## config.mk

```make
export PLATFORM = sky130hd
export DESIGN_NAME = wsm_ram
export DESIGN_NICKNAME = d
export VERILOG_FILES = /design/src/rtl/core/wsm_ram.sv
export SDC_FILE = /design/constraint.sdc
export NUM_CORES = 1
export LEC_CHECK = 0
export BUFFER_PORTS_ARGS = -buffer_cell sky130_fd_sc_hd__buf_2
export CORE_UTILIZATION = 60
export DETAILED_ROUTE_END_ITERATION = 10
export PLACE_DENSITY = 0.86
export SLEW_MARGIN = 20
export SYNTH_ARGS = -nofsm -noshare
export SYNTH_HDL_FRONTEND = slang
export SYNTH_SLANG_ARGS = --single-unit
```

## constraint.sdc

```tcl
create_clock -name clk_i -period 2.65 [get_ports clk_i]
set_clock_uncertainty 0.05 [all_clocks]
set_input_delay 0.265 -clock clk_i [delete_from_list [all_inputs] [get_ports clk_i]]
set_output_delay 0.265 -clock clk_i [all_outputs]
set_load 0.005 [all_outputs]
```

## src/rtl/core/wsm_ram.sv

```systemverilog
module wsm_ram #(
  parameter int unsigned Width = 16,
  parameter int unsigned Depth = 16
) (
  input  logic                     clk_i,
  input  logic                     we_i,
  input  logic [$clog2(Depth)-1:0] waddr_i,
  input  logic [Width-1:0]         wdata_i,
  input  logic                     re_i,
  input  logic [$clog2(Depth)-1:0] raddr_i,
  output logic [Width-1:0]         rdata_o
);

  logic [Width-1:0] mem_q [Depth];
  logic [Width-1:0] rdata_q;

  always_ff @(posedge clk_i) begin
    if (we_i) begin
      mem_q[waddr_i] <= wdata_i;
    end
    if (re_i) begin
      rdata_q <= mem_q[raddr_i];
    end
  end

  assign rdata_o = rdata_q;

endmodule

```

==> key figures <==
Setup path
  – Setup Crit Path Kind: register to register
  – Worst Path Required: about 2.9 ns
  – CP max-delay cell: mux4_2
  – CP Launch Type: register
  – CP delay by family, top: multiplexers
  – Critical Path AT: 1.81 ns
  – Setup crit end kind: register
  – CP max FO: 1
  – Worst Path Buf+Inv: 0
  – Worst path max stage delay: ~0.53 ns
  – CP Cell Sequence: mux4_2 > a22oi_1 > nand2_1

Logic synthesis
  – Yosys warning count: 0
  – Register bit total from synthesis: 272
  – Syn Nets: roughly 460
  – Synth Instances: 432
  – Syn Area/Cell: 23.6 µm²
  – Post-synthesis instance area: 0.0102 mm²
  – Seq/Total Area, Yosys: roughly 80%
  – Unique masters post-synth: 18

Place
  – Port bufs: 42
  – Post-place setup slack: 0.562 ns
  – Dpl hpwl: around 12000 µm
  – Final GP Congestion: about 0.78

Die
  – CORE AREA: roughly 0.017 mm²
  – DIE HEIGHT: ~130 µm
  – Die W: ~130 µm
  – Starting Density: about 60%
  – IO Count: 43
  – # rows: 47
  – Area of the die: 0.0175 mm²

Timing
  – PnR worst setup slack: 1.04 ns
  – Minimum clock period after layout: around 1.6 ns
  – RSZ-0062 raised after global routing: false
  – Final Hold Violating Endpoints: 0
  – Slew @ Worst Pin: 0.756 ns
  – Period utilization: a little over 60%
  – Relative slew slack: between 40% and 50%
  – Max Freq: 0.621 GHz
  – Slew Limit Fails: 0
  – Final setup fails: 0
  – Final setup TNS: 0 ns

Finish
  – Share of cells above drive strength 1: between 30% and 40%
  – Most frequent cells in the layout: edfxtp_1 (272), mux4_2 (54), buf_2 (41)
  – Nets: about 540
  – Commonest non-fill, non-tap cell in the layout: edfxtp_1
  – Area Overhead vs Synth: 13.6%

Clocking
  – CTS tree: done
  – TritonCTS Sinks: approximately 270
  – Clock Pin Slew Worst Setup and Hold Paths: roughly 0.06 ns
  – CTS Hold Buffers Added: 0
  – H-Tree Depth: 1
  – CTS Buffer Depth: 3
  – Clock Root Buffer: clkbuf_16
  – Post-CTS setup buffer count: 0
  – Clock Latency Late Sink: 0.51 ns
  – Total CTS buffers: 25
  – Post-CTS Resized: 0

Global routing
  – First-pass GRT wire length: between 30000 and 40000 µm
  – Vias in the first global route: between 5k and 6k
  – GR Overflow Total: 0
  – Initial antenna violation count: 1
  – Total track usage: 26.8%
  – Largest net degree at the start of global routing: 37

Detailed routing
  – DR iter-0 viols: 622
  – WL/cell: 29.9 µm
  – Final ANT Viol Nets: 0
  – Vias per cell: around 6.6
  – Routed wire length: between 20000 and 25000 µm
  – Via count: just under 5k
  – 1st-pass router iterations: 5
  – Remaining DRCs: 0

Power and ir drop
  – Maximum vdd ir drop: 0.509 mV
  – Clock share of power: between 30% and 40%
  – Pwr dens: roughly 730 mW/mm²
  – Comb pwr share: 5.2%
  – P_sw: around 1.7 mW
  – Internal: roughly 6.8 mW
  – Static Leakage: between 3 and 4 nW
  – Sw Share: between 20% and 30%
  – Power, Total: roughly 8.5 mW
  – Register share of total power: between 50% and 60%

Min path
  – HP Class: input pin to register

Job
  – Maxcap violations: 0

Outcome
  – Outcome: completed
## area by class of cell
class / instances / area (µm²)
diodes: 1 / 2.50
clock buffers: 32 / 652
clock inverters: 11 / 50.0
fillers: 971 / 4990
multi-input cells: 139 / 1960
flip-flops and latches: 272 / 8170
well taps: 220 / 275
repair buffers: 74 / 490
## cells in the mapped netlist
cell / instances / area [µm²]
a22oi_1: 32 / 240
and2_1: 1 / 6.26
buf_1: 3 / 11.3
buf_2: 3 / 15.0
buf_4: 3 / 22.5
buf_6: 4 / 45.0
clkbuf_1: 8 / 30.0
edfxtp_1: 272 / 8170
mux4_1: 10 / 263
mux4_2: 54 / 1220
nand2_1: 17 / 63.8
nand2b_1: 2 / 12.5
nand3_1: 1 / 5.00
nand3b_1: 2 / 15.0
nor2_1: 13 / 48.8
nor2b_1: 2 / 12.5
nor3_1: 4 / 20.0
or3b_2: 1 / 8.76
## power by group through the flow
stage               logic [mW]  clock network, mW  registers, mW
detailed placement       0.430                  0           4.97
CTS                      0.438               3.18           4.88
finish                   0.437               3.14           4.88
global route             0.464               3.35           4.88
global placement         0.410                  0           4.96
floorplan                0.235                  0           4.96
## registers in the layout, summed over array words and instances (netlist names)
name     flops
mem_q      256
rdata_o     16
## per-stage QoR
step | hold WS, ns | util (%) | instances | instance area, µm²
after floorplan | 0.314 | - | 432 | 10200
after global placement | 0.575 | 65.7 | 705 | 10900
after detailed placement | 0.586 | 65.7 | 705 | 10900
after CTS | 0.0537 | 69.9 | 748 | 11600
after global routing | 0.0661 | 69.9 | 748 | 11600
final | 0.0773 | 69.9 | 749 | 11600
## layer usage
| layer | GRT usage [%] | vias to the layer above | share of wire, % |
|---|---|---|---|
| li1 | - | 2009 | - |
| met2 | 44.0 | 350 | 50 |
| met1 | 36.4 | 2529 | 37 |
| met5 | 0 | - | 0 |
| met4 | 10.9 | 0 | 3.4 |
| met3 | 4.65 | 56 | 9.7 |
## worst paths after layout
check	startpoint	end	slack, ns	depth (start not counted)
worst max-delay path	mem_q[3][8]	rdata_o[8]	1.04	3
worst min register to register	mem_q[15][1]	rdata_o[1]	0.70	3
worst min-delay path	wdata_i[14]	mem_q[14][14]	0.08	1
worst max register to register	mem_q[3][8]	rdata_o[8]	1.04	3
## cells by family after synthesis
logic type	count (synthesis)	synth area share [%]
AO/OA/AOI/OAI	32	2.35
buffers and inverters	21	1.21
multiplexers	64	14.5
flip-flops	272	80.0
AND/OR/NAND/NOR	43	1.89
Note: power is estimated with default switching activity, not from simulation.
