## config.mk

```make
export PLATFORM = sky130hd
export DESIGN_NAME = wsm_front
export DESIGN_NICKNAME = d
export VERILOG_FILES = /design/src/rtl/core/wsm_pkg.sv /design/src/rtl/core/wsm_front.sv
export SDC_FILE = /design/constraint.sdc
export NUM_CORES = 1
export LEC_CHECK = 0
export BUFFER_PORTS_ARGS = -buffer_cell sky130_fd_sc_hd__buf_4
export CAP_MARGIN = 20
export CORE_ASPECT_RATIO = 0.9
export CORE_MARGIN = 4
export CORE_UTILIZATION = 29
export DETAILED_ROUTE_END_ITERATION = 8
export PLACE_DENSITY = 0.49
export SLEW_MARGIN = 20
export SYNTH_ARGS = -nofsm -noshare
export SYNTH_HDL_FRONTEND = slang
export SYNTH_SLANG_ARGS = --single-unit
```

## constraint.sdc

```tcl
create_clock -name clk_i -period 3.8 [get_ports clk_i]
set_clock_uncertainty 0.15 [all_clocks]
set_input_delay 0.38 -clock clk_i [delete_from_list [all_inputs] [get_ports clk_i]]
set_output_delay 0.38 -clock clk_i [all_outputs]
set_load 0.03 [all_outputs]
```

## src/rtl/core/wsm_pkg.sv

```systemverilog
package wsm_pkg;

  // Widest window position and count over the whole MAX_SAMPLES range (up to 65536)
  localparam int unsigned CntMaxW = 17;

  // Shared arithmetic datapath width and iteration counts
  localparam int unsigned ArithW   = 64;
  localparam int unsigned MulSteps  = 34;
  localparam int unsigned DivSteps  = 64;
  localparam int unsigned SqrtSteps = 16;
  localparam int unsigned SqrtTopBit = 30;

  typedef struct packed {
    logic [CntMaxW-1:0] start;
    logic [CntMaxW-1:0] count;
  } meas_req_t;

  typedef enum logic [1:0] {
    OpMul  = 2'd0,
    OpDiv  = 2'd1,
    OpSqrt = 2'd2
  } arith_op_e;

endpackage

```

## src/rtl/core/wsm_front.sv

```systemverilog
module wsm_front import wsm_pkg::*; #(
  parameter int unsigned MaxSamples = 16384,
  parameter int unsigned AW = $clog2(MaxSamples),
  parameter int unsigned CW = $clog2(MaxSamples + 1)
) (
  input  logic          clk_i,
  input  logic          rst_ni,
  input  logic          in_valid_i,
  output logic          in_ready_o,
  input  logic          last_sample_i,
  input  logic          busy_i,
  output logic          we_o,
  output logic [AW-1:0] waddr_o,
  output logic          push_o,
  output meas_req_t     req_o
);

  logic [AW-1:0] wp_q, wp_d, wp_inc;
  logic [CW-1:0] fill_q, fill_d, fill_inc;
  logic [CW:0]   wp_ext, n_ext, start_ext;
  logic          accept;

  assign in_ready_o = !busy_i;
  assign accept     = in_valid_i && !busy_i;
  assign we_o       = accept;
  assign waddr_o    = wp_q;

  assign wp_inc   = (wp_q == AW'(MaxSamples - 1)) ? '0 : wp_q + AW'(1);
  assign fill_inc = (fill_q == CW'(MaxSamples)) ? fill_q : fill_q + CW'(1);

  // Oldest position of the window once this sample is in
  assign wp_ext    = (CW + 1)'(wp_inc);
  assign n_ext     = (CW + 1)'(fill_inc);
  assign start_ext = (wp_ext >= n_ext) ? wp_ext - n_ext
                                       : wp_ext + (CW + 1)'(MaxSamples) - n_ext;

  assign push_o      = accept && last_sample_i;
  assign req_o.start = CntMaxW'(start_ext);
  assign req_o.count = CntMaxW'(fill_inc);

  always_comb begin
    wp_d   = wp_q;
    fill_d = fill_q;
    if (accept) begin
      if (last_sample_i) begin
        wp_d   = '0;
        fill_d = '0;
      end else begin
        wp_d   = wp_inc;
        fill_d = fill_inc;
      end
    end
  end

  always_ff @(posedge clk_i or negedge rst_ni) begin
    if (!rst_ni) begin
      wp_q   <= '0;
      fill_q <= '0;
    end else begin
      wp_q   <= wp_d;
      fill_q <= fill_d;
    end
  end

endmodule

```

==> metrics.txt <==
# TYPE chip_impl_metric gauge
chip_impl_metric{name="cell_count_of_the_worst_reg_to_reg_path",unit=""} 6
chip_impl_info{name="timing.critical_path.to",value="req_o[31]"} 1
chip_impl_metric{name="worst-endpoint-arrival",unit="ns"} 3.56
chip_impl_metric{name="grt.overflow.total",unit=""} 0
chip_impl_metric{name="synth.yosys.warnings",unit=""} 0
chip_impl_metric{name="layout-drive-gt1-share",unit="%"} 40.9
chip_impl_metric{name="synth_enable_flop_cells",unit=""} 0
chip_impl_info{name="tritoncts",value="built"} 1
chip_impl_metric{name="min_path_cells",unit=""} 2
chip_impl_info{name="critical_path.most_common_cell",value="ha_4"} 1
chip_impl_metric{name="period_needed",unit="ns"} 4.09
chip_impl_metric{name="drc",unit=""} 0
chip_impl_metric{name="antenna_found_initial",unit=""} 0
chip_impl_info{name="worst_hold_path_type",value="in2reg"} 1
chip_impl_metric{name="flop_and_latch_count_out_of_synthesis",unit=""} 29
chip_impl_metric{name="pwr_density_cell",unit="mW/mm^2"} 406
chip_impl_info{name="grt_setup_unrepaired",value="yes"} 1
chip_impl_metric{name="clock_tree.htree_level_count",unit=""} 2
chip_impl_metric{name="synth_async_sr_flop_share",unit="%"} 100
chip_impl_metric{name="number_of_global_route_vias_before_repair",unit=""} 2660
chip_impl_metric{name="fin_ws",unit="ns"} -0.293
chip_impl_metric{name="timing.final.hold_violations",unit=""} 0
chip_impl_metric{name="synth_top_area_share",unit="%"} 28.5
chip_impl_metric{name="tightestPinTransition",unit="ns"} 1.05
chip_impl_metric{name="p_leak",unit="nW"} 1.85
chip_impl_metric{name="cts_buffer_depth",unit=""} 2
chip_impl_metric{name="synth.avg_cell_area",unit="um^2"} 8.13
chip_impl_info{name="cp-start-kind",value="flip-flop"} 1
chip_impl_metric{name="routabilityCongestion",unit=""} 0.840
chip_impl_metric{name="route.vias.total",unit=""} 2698
chip_impl_metric{name="placement.setup.worst_slack",unit="ns"} -0.125
chip_impl_metric{name="synth_area",unit="mm^2"} 0.00254
chip_impl_metric{name="grt_pass1_wl",unit="um"} 13600
chip_impl_metric{name="slowest_cell_delay_on_critical_path",unit="ns"} 0.48
chip_impl_metric{name="grt_use_total",unit="%"} 16.5
chip_impl_metric{name="slew_headroom",unit="%"} 29.5
chip_impl_info{name="crit_path_top_delay_cell",value="or4_4"} 1
chip_impl_info{name="critical_path_endpoint_category",value="output pin"} 1
chip_impl_metric{name="antenna-diode-count",unit=""} 0
chip_impl_metric{name="drt-vias-per-instance",unit=""} 4.91
chip_impl_metric{name="cts_inserted_buffers",unit=""} 5
chip_impl_metric{name="number_of_distinct_library_cell_variants_in_the_gate_level_netlist_after_synthesis",unit=""} 61
chip_impl_metric{name="length_of_the_first_detailed_routing_pass_in_iterations",unit=""} 4
chip_impl_info{name="r2r_start",value="waddr_o[2]"} 1
chip_impl_metric{name="post-route-cell-area",unit="mm^2"} 0.00395
chip_impl_metric{name="max_cap_viols",unit=""} 0
chip_impl_info{name="synthFlopType",value="dfrtp_1"} 1
chip_impl_metric{name="initial_utilization",unit="%"} 29.7
chip_impl_metric{name="die_area",unit="mm^2"} 0.0103
chip_impl_metric{name="worst-path-stages",unit=""} 14
chip_impl_info{name="critical_path_class",value="reg2out"} 1
chip_impl_metric{name="skew_pair_late_insertion_delay",unit="ns"} 0.28
chip_impl_info{name="violations",value="setup timing"} 1
chip_impl_metric{name="synth_cells",unit=""} 313
chip_impl_metric{name="slew_viol_final",unit=""} 0
chip_impl_metric{name="route.detailed.wl_per_inst",unit="um"} 15.6
chip_impl_info{name="synth_area_leader_cell",value="dfrtp_1"} 1
chip_impl_metric{name="die_height",unit="um"} 96.9
chip_impl_metric{name="r2r_slack",unit="ns"} 1.50
chip_impl_metric{name="synth.yosys.seq_area_share",unit="%"} 28.5
chip_impl_info{name="post_synth_main_area_contributors",value="dfrtp_1 (29%), ha_1 (6.9%), xnor2_1 (5.9%)"} 1
chip_impl_metric{name="maximum_clock_frequency",unit="MHz"} 244
chip_impl_metric{name="num_io_pins",unit=""} 56
chip_impl_metric{name="drt_first_iter_violations",unit=""} 104
chip_impl_metric{name="areaGrowthSynthToFinish",unit="%"} 55.1
chip_impl_metric{name="cts.sinks",unit=""} 29
chip_impl_metric{name="fin_total_pwr",unit="mW"} 1.60
chip_impl_metric{name="placement.io_buffers",unit=""} 52
chip_impl_metric{name="nNetsFinal",unit=""} 449
chip_impl_metric{name="detail_route.wirelength",unit="um"} 8550
chip_impl_info{name="critical-path-top-delay-family",value="compound AO/OA/AOI/OAI gates"} 1
chip_impl_metric{name="dp_hpwl",unit="um"} 6610
chip_impl_metric{name="fin_crit_share",unit="%"} 108
chip_impl_metric{name="cp_data_required_time",unit="ns"} 3.27
chip_impl_metric{name="irDropWorstVdd",unit="uV"} 236
chip_impl_metric{name="postRouteAntennaNets",unit=""} 0
chip_impl_metric{name="core.rowCount",unit=""} 32
chip_impl_metric{name="path_clk_slew",unit="ns"} 0.07
chip_impl_info{name="synth_top_cells_by_count",value="nand2_1 (37), dfrtp_1 (29), inv_1 (28)"} 1
chip_impl_metric{name="placeableCoreArea",unit="mm^2"} 0.00857
chip_impl_metric{name="setup-violations-final",unit=""} 9
chip_impl_metric{name="worst-path-max-fanout",unit=""} 5
chip_impl_metric{name="placed_area",unit="mm^2"} 0.00357
chip_impl_info{name="timing.rr.end",value="waddr_o[5]"} 1
chip_impl_metric{name="grt_max_degree",unit=""} 32
chip_impl_info{name="setup.worst_path.start",value="waddr_o[0]"} 1
chip_impl_metric{name="crit_path_buffers_inverters",unit=""} 2
chip_impl_metric{name="fin_tns_setup",unit="ns"} -1.63
chip_impl_info{name="clock_tree.root_cell",value="clkbuf_8"} 1
chip_impl_info{name="cell_breakdown_of_the_critical_path",value="ha_4 > nand3_4 > or4_4 > or2b_1 > ha_4 > inv_2 > fa_2 > a21oi_4 > a21boi_2 > a221oi_4 > o31ai_4 > a31o_1 > a211oi_4 > buf_6"} 1
chip_impl_info{name="synthMostInstantiatedCell",value="nand2_1"} 1
chip_impl_metric{name="die_width",unit="um"} 107
chip_impl_info{name="run_status",value="finished, violations left"} 1
## report_power, final
group | switching (mW) | internal [mW] | total [mW]
registers | 0.0181 | 0.330 | 0.348
clock network | 0.128 | 0.164 | 0.292
logic | 0.540 | 0.424 | 0.964
total | 0.687 | 0.918 | 1.60
## worst min path at each step
stage	start	endpoint	slack, ns
after floorplan	rst_ni	fill_q[0]	-0.07
after global placement	rst_ni	fill_q[3]	0.20
after detailed placement	rst_ni	fill_q[1]	0.19
after CTS	last_sample_i	waddr_o[4]	0.25
after global routing	last_sample_i	fill_q[1]	0.26
final	last_sample_i	waddr_o[4]	0.27
## timing repair
action | CTS | global route
gates resized for setup | 22 | 11
hold endpoints to repair | 29 | 0
cloned | 0 | 0
setup buffers | 4 | 5
pin swaps | 11 | 2
hold buffers | 1 | 0
endpoints found under the setup margin | 10 | 10
## sequential cells by signal (all words and copies together), names as in the netlist
signal / flops
waddr_o: 14
fill_q: 15
## cell usage in the layout (no fill, tap or decap), types with 10 or more instances in the layout
cell type    n
o21ai_0     24
buf_4      117
nor2_1      17
nand3_1     13
dfrtp_1     25
inv_1       25
xor2_1      15
xnor2_1     13
nand2_1     36
nor3_1      10
a21oi_1     11
## metrics by stage
step | utilization (%) | instances | hold WS [ns]
CTS | 44.9 | 545 | 0.249
global placement | 41.7 | 532 | 0.196
detailed placement | 41.7 | 532 | 0.193
global route | 46.1 | 549 | 0.258
finish | 46.1 | 549 | 0.267
floorplan | - | 315 | -0.0656
## metal layers
| metal | global-route usage [%] | up-vias | share of wire [%] |
|---|---|---|---|
| met5 | 0 | - | 0 |
| met4 | 2.06 | 0 | 0.44 |
| met3 | 3.00 | 4 | 4.2 |
| met2 | 27.3 | 60 | 46 |
| met1 | 23.0 | 1294 | 49 |
| li1 | - | 1340 | - |
## area by class of cell
type,count,area [um^2]
clock buffers,7,96.3
multi-input cells,242,1920
fillers,898,4620
clock inverters,1,5.00
well taps,119,149
inverters,28,105
repair buffers,123,945
flip-flops and latches,29,731
## cells by family after synthesis
logic type / count (synthesis) / share of synthesized area (%)
buf+inv: 44 / 7.23
flops: 29 / 28.5
xor+xnor: 35 / 12.3
compound gates: 77 / 21.5
other cells: 1 / 0.147
fa+ha+maj: 16 / 8.11
simple gates: 109 / 21.4
mux: 2 / 0.787
(Power assumes the default switching activity.)
