<file path="config.mk">
export PLATFORM = sky130hd
export DESIGN_NAME = wsm_req_fifo
export DESIGN_NICKNAME = d
export VERILOG_FILES = /design/src/rtl/core/wsm_pkg.sv /design/src/rtl/core/wsm_req_fifo.sv
export SDC_FILE = /design/constraint.sdc
export NUM_CORES = 1
export LEC_CHECK = 0
export ABC_AREA = 1
export BUFFER_PORTS_ARGS = -buffer_cell sky130_fd_sc_hd__buf_4
export CAP_MARGIN = 40
export CORE_ASPECT_RATIO = 1.1
export CORE_UTILIZATION = 45
export DETAILED_ROUTE_END_ITERATION = 6
export GPL_TIMING_DRIVEN = 1
export PLACE_DENSITY = 0.7
export SYNTH_ARGS = -nofsm -noshare
export SYNTH_HDL_FRONTEND = slang
export SYNTH_SLANG_ARGS = --single-unit
</file>
<file path="constraint.sdc">
create_clock -name clk_i -period 5.7 [get_ports clk_i]
set_clock_uncertainty 0.05 [all_clocks]
set_input_delay 1.14 -clock clk_i [delete_from_list [all_inputs] [get_ports clk_i]]
set_output_delay 1.14 -clock clk_i [all_outputs]
set_load 0.02 [all_outputs]
</file>
<file path="src/rtl/core/wsm_pkg.sv">
package wsm_pkg;

  // Widest window position and count over the whole MAX_SAMPLES range (up to 65536)
  localparam int unsigned CntMaxW = 17;

  // Shared arithmetic datapath width and iteration counts
  localparam int unsigned ArithW   = 64;
  localparam int unsigned MulSteps  = 34;
  localparam int unsigned DivSteps  = 64;
  localparam int unsigned SqrtSteps = 16;
  localparam int unsigned SqrtTopBit = 30;

  typedef struct packed {
    logic [CntMaxW-1:0] start;
    logic [CntMaxW-1:0] count;
  } meas_req_t;

  typedef enum logic [1:0] {
    OpMul  = 2'd0,
    OpDiv  = 2'd1,
    OpSqrt = 2'd2
  } arith_op_e;

endpackage

</file>
<file path="src/rtl/core/wsm_req_fifo.sv">
module wsm_req_fifo import wsm_pkg::*; (
  input  logic      clk_i,
  input  logic      rst_ni,
  input  logic      push_i,
  input  meas_req_t req_i,
  input  logic      pop_i,
  output logic      empty_o,
  output logic      full_o,
  output meas_req_t req_o
);

  meas_req_t   entry_q [2];
  logic        wr_q, wr_d;
  logic        rd_q, rd_d;
  logic [1:0]  cnt_q, cnt_d;
  logic        do_push, do_pop;

  assign empty_o = (cnt_q == 2'd0);
  assign full_o  = (cnt_q == 2'd2);
  assign do_push = push_i && !full_o;
  assign do_pop  = pop_i && !empty_o;
  assign req_o   = entry_q[rd_q];

  always_comb begin
    wr_d  = do_push ? ~wr_q : wr_q;
    rd_d  = do_pop ? ~rd_q : rd_q;
    cnt_d = cnt_q;
    if (do_push && !do_pop) begin
      cnt_d = cnt_q + 2'd1;
    end else if (do_pop && !do_push) begin
      cnt_d = cnt_q - 2'd1;
    end
  end

  always_ff @(posedge clk_i or negedge rst_ni) begin
    if (!rst_ni) begin
      wr_q  <= 1'b0;
      rd_q  <= 1'b0;
      cnt_q <= 2'd0;
    end else begin
      wr_q  <= wr_d;
      rd_q  <= rd_d;
      cnt_q <= cnt_d;
    end
  end

  always_ff @(posedge clk_i) begin
    if (do_push) begin
      entry_q[wr_q] <= req_i;
    end
  end

endmodule

</file>
==> metrics.md, run 1 <==
| Metric | Value |
|---|---|
| Seq/Total Area, Yosys | 79.0% |
| Startpoint Class | flip-flop |
| Achievable Freq | 347 MHz |
| Post-Syn Area | 2710 µm² |
| Ys flop type | edfxtp_1 |
| Worst r2r path cells | 3 |
| Layout cell share with drive strength beyond 1 | 32.0% |
| M1 wire length | 1800 µm |
| Worst skew pair latency | 0.33 ns |
| Top-count cell post-synth | nand2_1 |
| Worst-path fanout max | 35 |
| Vert. Die Dim | 83.4 µm |
| Initial drt markers | 99 |
| Via/cell ratio | 4.46 |
| Asr flop ratio synth | 5.56% |
| CTS tree | yes |
| WL met2 | 2460 µm |
| Pwr Density | 520 nW/µm² |
| WP data required | 4.51 ns |
| Max_cap viols | 0 |
| Port-buffer cells | 73 |
| Synth Area per Inst | 13.0 µm² |
| Crit end category | primary output |
| Post_cts resized | 0 |
| Hold Path Class | flip-flop to flip-flop |
| P&R area growth vs syn | 29.7% |
| CP startpoint | rd_q$_DFFE_PN0P_ |
| Tmin final | 2.88 ns |
| DRC viols | 0 |
| First-pass GRT wire length | 7270 µm |
| Critical path class | flip-flop to primary output |
| WL/cell | 12.4 µm |
| Initial Util | 46.7% |
| Post-synth EDFFs | 68 |
| Fin Hold WS | 0.450 ns |
| Core Rows | 29 |
| Max transition margin | 64.8% |
| Setup TNS | 0 ns |
| RSZ-0062 raised after global routing | no |
| TritonCTS Buffers | 9 |
| Synth area leaders | edfxtp_1 (75%), nand2_1 (15%), dfrtp_1 (3.7%), buf_4 (1.1%), inv_1 (0.83%) |
| Run status | completed |
| DRT Pass-1 Iters | 4 |
| Reg clk slew, reported paths | 0.06 ns |
| Least-Margin Pin Slew | 0.526 ns |
| Largest net degree at the start of global routing | 36 |
| Initial antenna violation count | 0 |
| Routed WL | 4590 µm |
| Leading area contributor after synthesis | edfxtp_1 |
| GRT overflow | 0 |
| Clk buf depth | 2 |
| CTS sink count | 72 |
| List of most frequent post-synthesis cells | nand2_1 (111), edfxtp_1 (68), inv_1 (6) |
| IO Pins | 74 |
| Setup violators final | 0 |
| Reg2reg start | cnt_q[0]$_DFFE_PN0P_ |
| Number of distinct library cells after synthesis | 17 |
| Die Area | 6340 µm² |
| Antenna diode count | 0 |
| Flop2flop setup slack | 4.05 ns |
| Synthesis Warnings | 0 |
| Flops & latches, synth | 72 |
| Final ANT Viol Nets | 0 |
| # H-tree levels | 3 |
| Via count | 1,656 |
| Peak VDD IR | 267 µV |
| Core area | 5810 µm² |
| Syn nets | 248 |
| Post-CTS setup buffers | 0 |
| Clock root cell | clkbuf_8 |
| Top Layer Used | met4 |
| NumNets Final | 328 |
| GRT Total Usage | 15.9% |
| Met3 WL | 224 µm |
| Mapped Cells | 209 |
| CP arrival | 1.69 ns |
| Fin. max-slew vios | 0 |
| Tcrit/Tclk final | 50.5% |
| Reg-to-reg endpoint | entry_q[1][11]$_DFFE_PP_ |
| Post-synth top area share | 75.3% |
| Pleak | 1.53 nW |
| GPL Wtd Cong | 0.694 |
| DP HPWL | 2980 µm |
| Fin. Hold Viols | 0 |
| Crit path capture | req_o[18] |
| Cts hold-fix bufs | 0 |
| Number of global-route vias before repair | 1,617 |
| Die width | 76.0 µm |
[area by class of cell]
type / instances / area (µm²)
inverter: 8 / 32.5
sequential: 72 / 2140
timing repair buffer: 76 / 591
multi-input combinational: 122 / 499
clock buffer: 11 / 131
clock inverter: 5 / 23.8
tap: 77 / 96.3
fill: 489 / 2290
[cells by family (layout without fill, tap and decap cells)]
family	Yosys count	in the layout	synth area share, %
AOI/OAI and AO/OA	2	2	0.369
buffers and inverters	15	100	2.86
and+or+nand+nor	118	118	17.0
adders and majority gates	1	1	0.461
xor gates and xnor gates	1	1	0.323
DFF	72	72	79.0
[critical path, cell delays in order (launching register included)]
cell and delay [ns]:
dfrtp_1 0.42, buf_4 0.26, inv_4 0.32, nand2_1 0.12, nand2_1 0.08, buf_4 0.14
[placed cells by master (no fill, tap or decap)]
cell type / n
nand2_1: 111
buf_4: 75
edfxtp_1: 68
clkbuf_8: 9
inv_1: 6
clkinv_2: 4
dfrtp_1: 4
nor2_4: 2
o21ai_1: 2
clkbuf_1: 2
inv_4: 1
inv_2: 1
nor2_2: 1
nor2_1: 1
xnor2_1: 1
nand3b_1: 1
nand3_1: 1
nand4_1: 1
ha_1: 1
clkinv_1: 1
buf_16: 1
[sequential cells by signal (all words and copies together) (netlist names)]
register	count
cnt_q	2
entry_q	68
wr_q	1
rd_q	1
[through the flow]
| stage | instances | worst slack (ns) | cell area (µm²) | util [%] | power, mW |
|---|---|---|---|---|---|
| after global placement | 354 | 3.16 | 3330 | 57.4 | 1.50 |
| after global routing | 371 | 2.66 | 3520 | 60.6 | 1.94 |
| after detailed placement | 355 | 3.16 | 3360 | 57.9 | 1.53 |
| final | 371 | 2.82 | 3520 | 60.6 | 1.83 |
| after floorplan | 209 | 2.57 | 2710 | - | 1.23 |
| after CTS | 371 | 2.78 | 3520 | 60.6 | 1.85 |
[worst min path at each step]
stage / startpoint / end / slack, ns / cells after the start
6_report: wr_q$_DFFE_PN0P_ / wr_q$_DFFE_PN0P_ / 0.45 / 2
5_1_grt: rst_ni / cnt_q[1]$_DFFE_PN0P_ / 0.51 / 1
4_1_cts: wr_q$_DFFE_PN0P_ / wr_q$_DFFE_PN0P_ / 0.45 / 2
3_5_place_dp: wr_q$_DFFE_PN0P_ / wr_q$_DFFE_PN0P_ / 0.44 / 2
3_3_place_gp: wr_q$_DFFE_PN0P_ / wr_q$_DFFE_PN0P_ / 0.42 / 2
2_1_floorplan: wr_q$_DFFE_PN0P_ / wr_q$_DFFE_PN0P_ / 0.40 / 2
[metal layers]
metal  vias up  GRT usage, %
met5         -             0
met4         0          11.0
met3        11          4.62
met2        51          26.9
met1       738          17.1
li1        856             -
[power breakdown]
| part | switching (mW) | leakage, nW | internal [mW] |
|---|---|---|---|
| logic | 0.469 | 0.768 | 0.276 |
| registers | 0.0397 | 0.681 | 0.723 |
| clock network | 0.167 | 0.0843 | 0.153 |
| total | 0.675 | 1.53 | 1.15 |
No activity file was read; power rests on OpenSTA's default activity.
==> run 2, diff against run 1 <==
PLACE_DENSITY = 0.73   (was 0.7)
clock period = 2.6 ns   (was 5.7 ns; I/O delays follow)
==> metrics.md, run 2 (synthesis gave the netlist of run 1 again) <==
| Metric | Value |
|---|---|
| Biggest register | entry_q |
| M1 wire length | 1910 µm |
| CP bufs+invs | 2 |
| Die width | 76.0 µm |
| CP max stage delay | 0.42 ns |
| Power share of the combinational group | 40.9% |
| Pleak | 1.54 nW |
| TritonCTS Buffers | 9 |
| P_int | 2.54 mW |
| Startpoint Class | flip-flop |
| Port-buffer cells | 73 |
| Most common cell after layout, fill and taps aside | nand2_1 |
| Achievable Freq | 514 MHz |
| Largest net degree at the start of global routing | 36 |
| WL met2 | 2410 µm |
| Final Util | 61.0% |
| IO Pins | 74 |
| RSZ-0062 raised after global routing | no |
| Max transition margin | 67.4% |
| Worst path most repeated cell | nand2_1 |
| Vert. Die Dim | 83.4 µm |
| Switching Share | 37.3% |
| Max FFs per register | 68 |
| DRC viols | 0 |
| Number of global-route vias before repair | 1,700 |
| Max_cap viols | 0 |
| First-pass GRT wire length | 7650 µm |
| Final ANT Viol Nets | 0 |
| Critical path class | flip-flop to primary output |
| Most frequent cells in the layout | nand2_1 (111), buf_4 (77), edfxtp_1 (68) |
| WP data required | 2.03 ns |
| Antenna diode count | 0 |
| Die Area | 6340 µm² |
| Regs by FF count | entry_q x68, cnt_q x2 |
| Crit end category | primary output |
| P&R area growth vs syn | 30.6% |
| Least-Margin Pin Slew | 0.487 ns |
| Met3 WL | 237 µm |
| Initial Util | 46.7% |
| Setup TNS | 0 ns |
| GPL Wtd Cong | 0.698 |
| Clock power share | 18.0% |
| Hold Path Class | input port to flip-flop |
| Worst path top cell family by delay | buffers and inverters |
| Core area | 5810 µm² |
| GRT Total Usage | 16.2% |
| Pwr Density | 1140 nW/µm² |
| Clock root cell | clkbuf_8 |
| Via/cell ratio | 4.57 |
| Top Layer Used | met4 |
| Initial drt markers | 48 |
| Via count | 1,709 |
| CTS sink count | 72 |
| Fin. max-slew vios | 0 |
| DP HPWL | 3060 µm |
| CTS tree | yes |
| CP max-delay cell | dfrtp_1 |
| Clk buf depth | 2 |
| Worst skew pair latency | 0.33 ns |
| Reg power frac | 41.2% |
| Tcrit/Tclk final | 74.9% |
| DRT Pass-1 Iters | 4 |
| NumNets Final | 331 |
| Routed WL | 4630 µm |
| Fin. Hold Viols | 0 |
| Setup violators final | 0 |
| CP arrival | 1.38 ns |
| Reg clk slew, reported paths | 0.08 ns |
| Peak VDD IR | 551 µV |
| Layout cell share with drive strength beyond 1 | 33.0% |
| Run status | completed |
| Tmin final | 1.95 ns |
| GRT overflow | 0 |
| WL/cell | 12.4 µm |
| Initial antenna violation count | 0 |
| Core Rows | 29 |
| # H-tree levels | 3 |
| Worst-path fanout max | 35 |
| Post-CTS setup buffers | 0 |
| Sw power | 1.51 mW |
| Worst path cell trace | inv_4 -> nand2_1 -> nand2_1 -> buf_4 |
run 2: metrics by stage:
| step | cells | hold slack [ns] | total power, mW | setup WS, ns | cell area, µm² |
|---|---|---|---|---|---|
| 2_1_floorplan | 209 | 0.174 | 2.69 | 0.0911 | 2710 |
| 3_3_place_gp | 357 | 0.272 | 3.34 | 0.891 | 3370 |
| 3_5_place_dp | 357 | 0.271 | 3.37 | 0.857 | 3370 |
| 4_1_cts | 374 | 0.301 | 4.10 | 0.627 | 3540 |
| 5_1_grt | 374 | 0.291 | 4.30 | 0.528 | 3540 |
| 6_report | 374 | 0.316 | 4.05 | 0.653 | 3540 |
run 2: final timing paths:
path | startpoint | end | slack [ns] | cells after the start
worst max-delay path | rd_q$_DFFE_PN0P_ | req_o[19] | 0.65 | 4
worst min-delay path | req_i[6] | entry_q[1][6]$_DFFE_PP_ | 0.32 | 1
worst max register to register | cnt_q[0]$_DFFE_PN0P_ | entry_q[1][0]$_DFFE_PP_ | 0.97 | 3
worst min register to register | wr_q$_DFFE_PN0P_ | wr_q$_DFFE_PN0P_ | 0.45 | 2
max in group asynchronous | rst_ni | rd_q$_DFFE_PN0P_ | 1.93 | 2
min in group asynchronous | rst_ni | wr_q$_DFFE_PN0P_ | 0.47 | 2
run 2: timing repair:
action / 4_1_cts / 5_1_grt
gates resized for setup: 0 / 0
hold endpoints to repair: 4 / 0
hold buffers: 1 / 0
run 2: layout make-up:
class / instances / area, µm²
fill: 492 / 2260
multi-input combinational: 122 / 499
timing repair buffer: 79 / 608
inverter: 8 / 32.5
clock inverter: 6 / 36.3
tap: 77 / 96.3
clock buffer: 10 / 128
sequential: 72 / 2140
run 2: per-layer routing:
layer,track usage [%],vias up
li1,-,859
met1,17.9,795
met2,28.3,47
met3,5.49,8
met4,6.82,0
met5,0,-
run 2: power by group through the flow:
stage               combinational [mW]  sequential [mW]  clock (mW)
floorplan                         1.01             1.68           0
global placement                  1.65             1.68           0
detailed placement                1.68             1.69           0
CTS                               1.68             1.67       0.745
global route                      1.81             1.69       0.797
finish                            1.65             1.67       0.727
