File: src/rtl/core/wsm_pkg.sv
package wsm_pkg;

  // Widest window position and count over the whole MAX_SAMPLES range (up to 65536)
  localparam int unsigned CntMaxW = 17;

  // Shared arithmetic datapath width and iteration counts
  localparam int unsigned ArithW   = 64;
  localparam int unsigned MulSteps  = 34;
  localparam int unsigned DivSteps  = 64;
  localparam int unsigned SqrtSteps = 16;
  localparam int unsigned SqrtTopBit = 30;

  typedef struct packed {
    logic [CntMaxW-1:0] start;
    logic [CntMaxW-1:0] count;
  } meas_req_t;

  typedef enum logic [1:0] {
    OpMul  = 2'd0,
    OpDiv  = 2'd1,
    OpSqrt = 2'd2
  } arith_op_e;

endpackage

File: src/rtl/core/wsm_arith.sv
module wsm_arith import wsm_pkg::*; (
  input  logic              clk_i,
  input  logic              rst_ni,
  input  logic              start_i,
  input  arith_op_e         op_i,
  input  logic [ArithW-1:0] a_i,
  input  logic [ArithW-1:0] b_i,
  output logic              busy_o,
  output logic              done_o,
  output logic [ArithW-1:0] res_o,
  output logic [ArithW-1:0] rem_o
);

  arith_op_e         op_q;
  logic [ArithW-1:0] acc_q, acc_d;
  logic [ArithW-1:0] aux_q, aux_d;
  logic [ArithW-1:0] sel_q, sel_d;
  logic [6:0]        cnt_q, cnt_d;
  logic              busy_q, busy_d;
  logic              done_q, done_d;
  logic [ArithW:0]   rem_sh, rem_sub;
  logic [ArithW-1:0] trial;

  assign rem_sh  = {acc_q, aux_q[ArithW-1]};
  assign rem_sub = rem_sh - {1'b0, sel_q};
  assign trial   = aux_q + sel_q;

  always_comb begin
    acc_d  = acc_q;
    aux_d  = aux_q;
    sel_d  = sel_q;
    cnt_d  = cnt_q;
    busy_d = busy_q;
    done_d = 1'b0;
    if (start_i) begin
      busy_d = 1'b1;
      case (op_i)
        OpMul: begin
          acc_d = '0;
          aux_d = a_i;
          sel_d = b_i;
          cnt_d = 7'(MulSteps);
        end
        OpDiv: begin
          acc_d = '0;
          aux_d = a_i;
          sel_d = b_i;
          cnt_d = 7'(DivSteps);
        end
        OpSqrt: begin
          acc_d = a_i;
          aux_d = '0;
          sel_d = ArithW'(1) << SqrtTopBit;
          cnt_d = 7'(SqrtSteps);
        end
        default: begin
          busy_d = 1'b0;
        end
      endcase
    end else if (busy_q) begin
      case (op_q)
        OpMul: begin
          if (sel_q[0]) begin
            acc_d = acc_q + aux_q;
          end
          aux_d = aux_q << 1;
          sel_d = sel_q >> 1;
        end
        OpDiv: begin
          if (!rem_sub[ArithW]) begin
            acc_d = rem_sub[ArithW-1:0];
            aux_d = {aux_q[ArithW-2:0], 1'b1};
          end else begin
            acc_d = rem_sh[ArithW-1:0];
            aux_d = {aux_q[ArithW-2:0], 1'b0};
          end
        end
        OpSqrt: begin
          if (acc_q >= trial) begin
            acc_d = acc_q - trial;
            aux_d = (aux_q >> 1) + sel_q;
          end else begin
            aux_d = aux_q >> 1;
          end
          sel_d = sel_q >> 2;
        end
        default: begin
          acc_d = acc_q;
        end
      endcase
      cnt_d = cnt_q - 7'd1;
      if (cnt_q == 7'd1) begin
        busy_d = 1'b0;
        done_d = 1'b1;
      end
    end
  end

  always_ff @(posedge clk_i or negedge rst_ni) begin
    if (!rst_ni) begin
      busy_q <= 1'b0;
      done_q <= 1'b0;
      cnt_q  <= '0;
    end else begin
      busy_q <= busy_d;
      done_q <= done_d;
      cnt_q  <= cnt_d;
    end
  end

  always_ff @(posedge clk_i) begin
    acc_q <= acc_d;
    aux_q <= aux_d;
    sel_q <= sel_d;
    if (start_i) begin
      op_q <= op_i;
    end
  end

  assign busy_o = busy_q;
  assign done_o = done_q;
  assign res_o  = (op_q == OpMul) ? acc_q : aux_q;
  assign rem_o  = acc_q;

endmodule

File: src/rtl/core/wsm_back.sv
module wsm_back import wsm_pkg::*; #(
  parameter int unsigned MaxSamples = 16384,
  parameter int unsigned AW = $clog2(MaxSamples),
  parameter int unsigned CW = $clog2(MaxSamples + 1)
) (
  input  logic          clk_i,
  input  logic          rst_ni,
  input  logic          req_valid_i,
  input  meas_req_t     req_i,
  output logic          req_pop_o,
  output logic          active_o,
  output logic          rd_en_o,
  output logic [AW-1:0] raddr_o,
  input  logic [15:0]   sample_rdata_i,
  input  logic [31:0]   time_rdata_i,
  output logic          out_valid_o,
  input  logic          out_ready_i,
  output logic [15:0]   min_value_o,
  output logic [13:0]   min_index_o,
  output logic [15:0]   max_value_o,
  output logic [13:0]   max_index_o,
  output logic [15:0]   mean_value_o,
  output logic [15:0]   peak_to_peak_o,
  output logic [15:0]   std_dev_o,
  output logic [13:0]   crossing_count_o,
  output logic [32:0]   period_ticks_o,
  output logic [32:0]   frequency_o,
  output logic          period_valid_o,
  output logic [14:0]   sample_count_o
);

  localparam int unsigned SW = 16 + CW;  // signed sum
  localparam int unsigned QW = 31 + CW;  // sum of squares
  localparam int unsigned PW = 17 + CW;  // sample times count

  typedef enum logic [11:0] {
    StIdle  = 12'b0000_0000_0001,
    StPass1 = 12'b0000_0000_0010,
    StMean  = 12'b0000_0000_0100,
    StMulA  = 12'b0000_0000_1000,
    StMulB  = 12'b0000_0001_0000,
    StMulNn = 12'b0000_0010_0000,
    StVar   = 12'b0000_0100_0000,
    StSqrt  = 12'b0000_1000_0000,
    StPass2 = 12'b0001_0000_0000,
    StPer   = 12'b0010_0000_0000,
    StFreq  = 12'b0100_0000_0000,
    StOut   = 12'b1000_0000_0000
  } back_state_e;

  back_state_e state_q, state_d;

  logic [CW-1:0]        n_q, n_d;
  logic [AW-1:0]        start_q, start_d;
  logic [AW-1:0]        addr_q, addr_d;
  logic [CW-1:0]        issue_q, issue_d;
  logic [CW-1:0]        ridx_q, ridx_d;
  logic                 rv_q, rv_d;
  logic                 issued_q, issued_d;
  logic signed [SW-1:0] sum_q, sum_d;
  logic [QW-1:0]        sumsq_q, sumsq_d;
  logic signed [15:0]   mn_q, mn_d, mx_q, mx_d;
  logic [CW-1:0]        mni_q, mni_d, mxi_q, mxi_d;
  logic [31:0]          t0_q, t0_d, tl_q, tl_d;
  logic [15:0]          mean_q, mean_d;
  logic [ArithW-1:0]    pa_q, pa_d;
  logic [ArithW-1:0]    num_q, num_d;
  logic [ArithW-1:0]    nn_q, nn_d;
  logic [31:0]          var_q, var_d;
  logic [15:0]          sd_q, sd_d;
  logic [CW-1:0]        cross_q, cross_d;
  logic                 above_q, above_d, below_q, below_d;
  logic [32:0]          period_q, period_d;
  logic [32:0]          freq_q, freq_d;
  logic                 valid_q, valid_d;
  logic                 out_valid_q;
  logic                 load;

  logic                 rd_en;
  logic                 arith_start, arith_busy, arith_done;
  arith_op_e            arith_op;
  logic [ArithW-1:0]    arith_a, arith_b, arith_res, arith_rem;

  logic signed [15:0]   v_s;
  logic signed [31:0]   sq_s;
  logic signed [PW-1:0] prod_s, sum_ext;
  logic                 above, below;
  logic                 sum_neg;
  logic [SW-1:0]        abs_sum;
  logic [ArithW-1:0]    q_adj;
  logic [31:0]          span;
  logic                 last_rd;

  wsm_arith u_arith (
    .clk_i  (clk_i),
    .rst_ni (rst_ni),
    .start_i(arith_start),
    .op_i   (arith_op),
    .a_i    (arith_a),
    .b_i    (arith_b),
    .busy_o (arith_busy),
    .done_o (arith_done),
    .res_o  (arith_res),
    .rem_o  (arith_rem)
  );

  assign v_s     = $signed(sample_rdata_i);
  assign sq_s    = v_s * v_s;
  assign prod_s  = v_s * $signed({1'b0, n_q});
  assign sum_ext = PW'(sum_q);
  assign above   = prod_s > sum_ext;
  assign below   = prod_s < sum_ext;
  assign sum_neg = sum_q[SW-1];
  assign abs_sum = sum_neg ? SW'(-sum_q) : SW'(sum_q);
  assign q_adj   = arith_res + ArithW'(arith_rem != '0);
  assign span    = tl_q - t0_q;
  assign last_rd = rv_q && (ridx_q == n_q - CW'(1));

  always_comb begin
    state_d     = state_q;
    n_d         = n_q;
    start_d     = start_q;
    addr_d      = addr_q;
    issue_d     = issue_q;
    sum_d       = sum_q;
    sumsq_d     = sumsq_q;
    mn_d        = mn_q;
    mx_d        = mx_q;
    mni_d       = mni_q;
    mxi_d       = mxi_q;
    t0_d        = t0_q;
    tl_d        = tl_q;
    mean_d      = mean_q;
    pa_d        = pa_q;
    num_d       = num_q;
    nn_d        = nn_q;
    var_d       = var_q;
    sd_d        = sd_q;
    cross_d     = cross_q;
    above_d     = above_q;
    below_d     = below_q;
    period_d    = period_q;
    freq_d      = freq_q;
    valid_d     = valid_q;
    rd_en       = 1'b0;
    req_pop_o   = 1'b0;
    load        = 1'b0;
    arith_start = 1'b0;
    arith_op    = OpMul;
    arith_a     = '0;
    arith_b     = '0;

    case (state_q)
      StIdle: begin
        if (req_valid_i) begin
          req_pop_o = 1'b1;
          n_d       = CW'(req_i.count);
          start_d   = AW'(req_i.start);
          addr_d    = AW'(req_i.start);
          issue_d   = '0;
          sum_d     = '0;
          sumsq_d   = '0;
          state_d   = StPass1;
        end
      end
      StPass1: begin
        if (issue_q < n_q) begin
          rd_en   = 1'b1;
          issue_d = issue_q + CW'(1);
          addr_d  = (addr_q == AW'(MaxSamples - 1)) ? '0 : addr_q + AW'(1);
        end
        if (rv_q) begin
          sum_d   = sum_q + SW'(v_s);
          sumsq_d = sumsq_q + QW'($unsigned(sq_s));
          if (ridx_q == '0) begin
            mn_d  = v_s;
            mx_d  = v_s;
            mni_d = '0;
            mxi_d = '0;
            t0_d  = time_rdata_i;
          end else begin
            if (v_s < mn_q) begin
              mn_d  = v_s;
              mni_d = ridx_q;
            end
            if (v_s > mx_q) begin
              mx_d  = v_s;
              mxi_d = ridx_q;
            end
          end
          if (last_rd) begin
            tl_d    = time_rdata_i;
            state_d = StMean;
          end
        end
      end
      StMean: begin
        arith_op    = OpDiv;
        arith_a     = ArithW'(abs_sum);
        arith_b     = ArithW'(n_q);
        arith_start = !issued_q;
        if (issued_q && arith_done) begin
          // floor toward minus infinity for a negative sum
          mean_d  = sum_neg ? 16'(~q_adj + ArithW'(1)) : arith_res[15:0];
          state_d = StMulA;
        end
      end
      StMulA: begin
        arith_op    = OpMul;
        arith_a     = ArithW'(sumsq_q);
        arith_b     = ArithW'(n_q);
        arith_start = !issued_q;
        if (issued_q && arith_done) begin
          pa_d    = arith_res;
          state_d = StMulB;
        end
      end
      StMulB: begin
        arith_op    = OpMul;
        arith_a     = ArithW'(abs_sum);
        arith_b     = ArithW'(abs_sum);
        arith_start = !issued_q;
        if (issued_q && arith_done) begin
          num_d   = (pa_q > arith_res) ? pa_q - arith_res : '0;
          state_d = StMulNn;
        end
      end
      StMulNn: begin
        arith_op    = OpMul;
        arith_a     = ArithW'(n_q);
        arith_b     = ArithW'(n_q);
        arith_start = !issued_q;
        if (issued_q && arith_done) begin
          nn_d    = arith_res;
          state_d = StVar;
        end
      end
      StVar: begin
        arith_op    = OpDiv;
        arith_a     = num_q;
        arith_b     = nn_q;
        arith_start = !issued_q;
        if (issued_q && arith_done) begin
          var_d   = arith_res[31:0];
          state_d = StSqrt;
        end
      end
      StSqrt: begin
        arith_op    = OpSqrt;
        arith_a     = ArithW'(var_q);
        arith_start = !issued_q;
        if (issued_q && arith_done) begin
          sd_d    = arith_res[15:0];
          issue_d = '0;
          addr_d  = start_q;
          cross_d = '0;
          state_d = StPass2;
        end
      end
      StPass2: begin
        if (issue_q < n_q) begin
          rd_en   = 1'b1;
          issue_d = issue_q + CW'(1);
          addr_d  = (addr_q == AW'(MaxSamples - 1)) ? '0 : addr_q + AW'(1);
        end
        if (rv_q) begin
          if ((ridx_q != '0) && ((below_q && above) || (above_q && below))) begin
            cross_d = cross_q + CW'(1);
          end
          above_d = above;
          below_d = below;
          if (last_rd) begin
            state_d = StPer;
          end
        end
      end
      StPer: begin
        if (cross_q == '0) begin
          period_d = '0;
          freq_d   = '0;
          valid_d  = 1'b0;
          state_d  = StOut;
        end else begin
          arith_op    = OpDiv;
          arith_a     = ArithW'({span, 1'b0});
          arith_b     = ArithW'(cross_q);
          arith_start = !issued_q;
          if (issued_q && arith_done) begin
            period_d = arith_res[32:0];
            if (arith_res == '0) begin
              freq_d  = '0;
              valid_d = 1'b0;
              state_d = StOut;
            end else begin
              state_d = StFreq;
            end
          end
        end
      end
      StFreq: begin
        arith_op    = OpDiv;
        arith_a     = ArithW'(1) << 32;
        arith_b     = ArithW'(period_q);
        arith_start = !issued_q;
        if (issued_q && arith_done) begin
          freq_d  = arith_res[32:0];
          valid_d = 1'b1;
          state_d = StOut;
        end
      end
      StOut: begin
        // hold until the result register frees up
        if (!out_valid_q || out_ready_i) begin
          load    = 1'b1;
          state_d = StIdle;
        end
      end
      default: begin
        state_d = StIdle;
      end
    endcase

    rv_d     = rd_en;
    ridx_d   = issue_q;
    issued_d = arith_start ? 1'b1 : (arith_done ? 1'b0 : issued_q);
  end

  always_ff @(posedge clk_i or negedge rst_ni) begin
    if (!rst_ni) begin
      state_q     <= StIdle;
      rv_q        <= 1'b0;
      issued_q    <= 1'b0;
      out_valid_q <= 1'b0;
    end else begin
      state_q     <= state_d;
      rv_q        <= rv_d;
      issued_q    <= issued_d;
      out_valid_q <= load ? 1'b1 : (out_ready_i ? 1'b0 : out_valid_q);
    end
  end

  always_ff @(posedge clk_i) begin
    n_q      <= n_d;
    start_q  <= start_d;
    addr_q   <= addr_d;
    issue_q  <= issue_d;
    ridx_q   <= ridx_d;
    sum_q    <= sum_d;
    sumsq_q  <= sumsq_d;
    mn_q     <= mn_d;
    mx_q     <= mx_d;
    mni_q    <= mni_d;
    mxi_q    <= mxi_d;
    t0_q     <= t0_d;
    tl_q     <= tl_d;
    mean_q   <= mean_d;
    pa_q     <= pa_d;
    num_q    <= num_d;
    nn_q     <= nn_d;
    var_q    <= var_d;
    sd_q     <= sd_d;
    cross_q  <= cross_d;
    above_q  <= above_d;
    below_q  <= below_d;
    period_q <= period_d;
    freq_q   <= freq_d;
    valid_q  <= valid_d;
  end

  logic [ArithW-1:0] mni_w, mxi_w, cross_w, n_w;
  logic signed [16:0] p2p_s;

  assign mni_w   = ArithW'(mni_q);
  assign mxi_w   = ArithW'(mxi_q);
  assign cross_w = ArithW'(cross_q);
  assign n_w     = ArithW'(n_q);
  assign p2p_s   = 17'(mx_q) - 17'(mn_q);

  always_ff @(posedge clk_i) begin
    if (load) begin
      min_value_o      <= mn_q;
      min_index_o      <= mni_w[13:0];
      max_value_o      <= mx_q;
      max_index_o      <= mxi_w[13:0];
      mean_value_o     <= mean_q;
      peak_to_peak_o   <= p2p_s[15:0];
      std_dev_o        <= sd_q;
      crossing_count_o <= cross_w[13:0];
      period_ticks_o   <= period_q;
      frequency_o      <= freq_q;
      period_valid_o   <= valid_q;
      sample_count_o   <= n_w[14:0];
    end
  end

  assign out_valid_o = out_valid_q;
  assign active_o    = (state_q != StIdle);
  assign rd_en_o     = rd_en;
  assign raddr_o     = addr_q;

  a_start_when_free : assert property (@(posedge clk_i) disable iff (!rst_ni)
    arith_start |-> !arith_busy)
    else $error("arith unit started while busy");

  a_min_le_max : assert property (@(posedge clk_i) disable iff (!rst_ni)
    (state_q == StMean) |-> (mn_q <= mx_q))
    else $error("min above max after first pass");

  a_cross_bound : assert property (@(posedge clk_i) disable iff (!rst_ni)
    (state_q == StPer || state_q == StFreq) |-> (cross_q < n_q))
    else $error("crossing count not below sample count");

endmodule

File: config.mk
export PLATFORM = sky130hd
export DESIGN_NAME = wsm_back
export DESIGN_NICKNAME = d
export VERILOG_FILES = /design/src/rtl/core/wsm_pkg.sv /design/src/rtl/core/wsm_arith.sv /design/src/rtl/core/wsm_back.sv
export SDC_FILE = /design/constraint.sdc
export NUM_CORES = 2
export LEC_CHECK = 0
export CELL_PAD_IN_SITES_DETAIL_PLACEMENT = 1
export CELL_PAD_IN_SITES_GLOBAL_PLACEMENT = 1
export CORE_ASPECT_RATIO = 0.6
export CORE_UTILIZATION = 30
export DETAILED_ROUTE_END_ITERATION = 6
export DONT_BUFFER_PORTS = 1
export PLACE_DENSITY = 0.56
export SYNTH_ARGS = -nofsm -noshare
export SYNTH_HDL_FRONTEND = slang
export SYNTH_SLANG_ARGS = --single-unit
File: constraint.sdc
create_clock -name clk_i -period 19.6 [get_ports clk_i]
set_clock_uncertainty 0.15 [all_clocks]
set_input_delay 0.98 -clock clk_i [delete_from_list [all_inputs] [get_ports clk_i]]
set_output_delay 0.98 -clock clk_i [all_outputs]
set_load 0.03 [all_outputs]
==> Implementation_results.wiki <==
{| class="wikitable"
! Metric !! Value
|-
| Routed length on met2 || 143000 microns
|-
| Clock period minus worst slack || 12.57 ns
|-
| Capture point of the worst reg-to-reg path || cross_q[13]
|-
| Number of maximum-capacitance violations || 1
|-
| Cell types with the largest area share after synthesis || edfxtp_1 (33%), fa_1 (11%), ha_1 (10%)
|-
| Clock tree from TritonCTS || yes
|-
| Cell with the largest stage delay on the worst path || o41ai_1
|-
| Highest signal layer in the routed design || met5
|-
| Ratio of total power to cell area || 213 nW/um^2
|-
| Number of hold buffers added after cts || 2
|-
| Via count || 76288
|-
| Synth Area in Compound Gates || 17.8%
|-
| Share of layout cells above drive strength 1 || 4.94%
|-
| Pin count of the biggest net entering global routing || 168
|-
| Highest achievable clock rate || 79.6 MHz
|-
| VDD IR-drop max || 639 uV
|-
| Vias per cell || 5.69
|-
| First-pass iteration count of the detailed router || 7
|-
| Post-Route M1 WL || 199000 microns
|-
| Fin. Hold Viols || 0
|-
| XOR/XNOR Fraction of Synth Area || 6.10%
|-
| Unique cell type count in the Yosys netlist || 104
|-
| Library cell with the largest summed area after synthesis || edfxtp_1
|-
| Initial antenna violation count || 30
|-
| Wire per inst || 29.6 microns
|-
| Clock network latency to the later pin of the worst-skew pair || 0.84 ns
|-
| Final period util || 64.1%
|-
| Basic-gate share of the synthesized area counting and, or, nand and nor cells || 12.9%
|-
| Worst Hold Path EP || state_q[0]
|-
| Crit. End Element || flip-flop
|-
| Clk sink count || 1036
|-
| H-tree levels || 3
|-
| Detail Route Antenna Nets || 0
|-
| Maximum buffer depth of the clock tree || 3
|-
| Delay of the slowest cell on the worst path || 0.90 ns
|-
| Post-route setup TNS || 0 ns
|-
| Most used flip-flop cell after synthesis || edfxtp_1
|-
| Leakage Power || 40.1 nW
|-
| Overall Power || 21.1 mW
|-
| Number of synthesized flops with an enable pin || 997
|-
| Violated checks || design-rule violations, max-capacitance violations
|-
| Worst hold-check path type || primary input to flip-flop
|-
| Net Count, Synth || 10755
|-
| Critical path class || flip-flop to flip-flop
|-
| Number of buffer and inverter stages on the critical path || 5
|-
| Number of buffers added by the clock tree synthesis step || 114
|-
| R2R Path Start || n_q[5]
|-
| Placer Congestion || 0.976
|-
| Total GRT Usage || 25.6%
|-
| Clock slew at reported path FFs || 0.07 ns
|-
| Effective utilization at floorplan || 30.2%
|-
| Area of the core || 298000 sq um
|-
| Placed wire-length estimate || 319000 microns
|-
| Setup-violating endpoint count in the final report || 0
|-
| CP Launch Type || flip-flop
|-
| Warnings, synthesis || 0
|-
| Commonest cells post-synth || inv_1 (1000), edfxtp_1 (997), nand2_1 (806), ha_1 (748), a21oi_1 (710)
|-
| Die width || 710 microns
|-
| Number of post-CTS setup repair buffers || 0
|-
| Vertical die dimension || 427 microns
|-
| Number of instances resized during post-cts repair || 0
|-
| Slew at the pin closest to its max-slew limit || 1.46 ns
|-
| Met3 routed WL || 47100 microns
|-
| Depth of the worst register-to-register path || 34
|-
| Reg2reg setup slack || 7.03 ns
|-
| Largest fanout of any net on the critical path || 15
|-
| Boundary pin count || 308
|-
| Critical path required time || 19.86 ns
|-
| Post-detailed-route DRC marker count || 7
|-
| Most repeated cell in the gate-level netlist after synthesis || inv_1
|-
| Clk root buf || clkbuf_16
|-
| Worst hold path depth || 1
|-
| Max Transition Viols Final || 0
|-
| Port Buffers || 0
|-
| Placed cell count || 13180
|-
| Main combinational cell family by area after synthesis || adder cells
|-
| Critical path data arrival time || 12.83 ns
|-
| Cells after Synth || 9427
|-
| Post-synth top area share || 33.2%
|-
| Total die area || 303000 sq um
|-
| FP Rows || 155
|-
| Adder and majority cell fraction of the synthesized area || 21.4%
|-
| Global route total overflow || 0
|-
| Yosys reg bits || 1036
|-
| Worst slew margin relative to its limit || 2.10%
|-
| Layout net count || 10623
|-
| Multiplexer fraction of the synthesized cell area || 1.56%
|-
| Run status || complete, but fails checks
|-
| Synthesized area divided by synthesized cell count || 9.56 sq um
|-
| Non-filler cells in the finished layout || 13402
|-
| Proportion of synthesized chip area in sequential cells || 34.2%
|-
| DRC marker count from the first detailed-route iteration || 9210
|-
| RSZ-0062 raised after global routing || false
|-
| Total Routed Length || 397000 microns
|-
| Wire length of the first global-routing pass || 564000 microns
|-
| Start point of the worst min-delay path || req_valid_i
|-
| Number of global-route vias before repair || 75611
|-
| Summed instance area of the synthesized netlist || 90100 sq um
|-
| Crit-path leading delay family || compound AO/OA/AOI/OAI gates
|-
| Share of flip-flops with an asynchronous set or reset || 2.32%
|-
| Post-synthesis to final-layout area growth || 9.88%
|}
metal layers:
layer  up-vias  track usage (%)
li1      33320                -
met1     39236             41.2
met2      3372             32.4
met3       352             7.80
met4         8             5.12
met5         -                0
area by class of cell:
cell class | count | area, sq um
Tap cell | 4003 | 5010
Inverter | 1008 | 3780
Clock buffer | 138 | 2960
Timing Repair Buffer | 167 | 1330
Fill cell | 34053 | 199000
Sequential cell | 1036 | 30800
Antenna cell | 6 | 15.0
Multi-Input combinational cell | 6968 | 54200
Clock inverter | 76 | 871
sequential cells by signal, summed over array words and instances (netlist names), 31 cells and up:
register	cells
sum_q	31
u_arith.rem_o	64
pa_q	64
sumsq_q	46
num_q	64
u_arith.sel_q	64
u_arith.aux_q	64
tl_q	32
freq_q	33
var_q	32
nn_q	64
t0_q	32
period_ticks_o	33
frequency_o	33
period_q	33
where the power goes:
group | switching [mW] | internal, mW | total (mW)
Combinational | 9.29 | 6.60 | 15.9
Sequential | 0.227 | 2.68 | 2.91
Clock | 1.07 | 1.24 | 2.30
cells by family (layout without fill, tap and decap cells):
family | count (synthesis) | in the layout
AOI/OAI and AO/OA | 2484 | 2484
xor gates and xnor gates | 627 | 627
adders and majority gates | 1242 | 1242
buffers and inverters | 1423 | 1389
DFF | 1036 | 1036
muxes | 139 | 139
other | 0 | 6
and+or+nand+nor | 2476 | 2476
cell usage in the layout (no fill, tap or decap), types with 32 or more instances in the layout:
cell       netlist  routed
nor2b_1         83      81
o21ai_0        498     495
nand3_1        177     174
a222oi_1        56      56
nor3_1          99      99
a22oi_1         64      64
o21a_1          61      61
fa_1           494     494
nand2_1        806     802
mux2i_1        130     129
or3_1           32      32
xor2_1         250     250
edfxtp_1       997     997
o211ai_1        54      54
nand4_1        150     150
nor2_1         694     682
a221oi_1        44      43
inv_1         1000    1000
a31oi_1         86      85
o22ai_1         43      42
o21bai_1        92      92
and3_1          80      77
nor4_1          51      47
a21oi_1        710     708
buf_4            0     160
clkbuf_16        0     114
a211oi_1        63      63
a21o_1         392     392
and2_1         110     110
ha_1           748     745
xnor2_1        376     375
nand2b_1        72      72
through the flow:
step | util, % | setup WS [ns] | area, sq um | hold slack, ns
floorplan | - | 8.31 | 90100 | 0.244
global placement | 31.9 | 7.42 | 95100 | 0.256
detailed placement | 31.9 | 7.29 | 95100 | 0.256
CTS | 33.2 | 7.22 | 99000 | 0.00351
global route | 33.2 | 6.43 | 99000 | 0.0411
finish | 33.2 | 7.03 | 99000 | 0.0727
how the worst max path moves through the flow:
stage | startpoint | endpoint | slack, ns | depth (start not counted)
final | n_q[5] | cross_q[13] | 7.03 | 34
after global routing | n_q[5] | cross_q[8] | 6.43 | 34
after CTS | n_q[5] | cross_q[8] | 7.22 | 34
after detailed placement | sample_rdata_i[1] | cross_q[13] | 7.29 | 33
after global placement | sample_rdata_i[1] | cross_q[11] | 7.42 | 33
after floorplan | state_q[3] | crossing_count_o[0] | 8.31 | 6
Note: power is estimated with default switching activity, not from simulation.
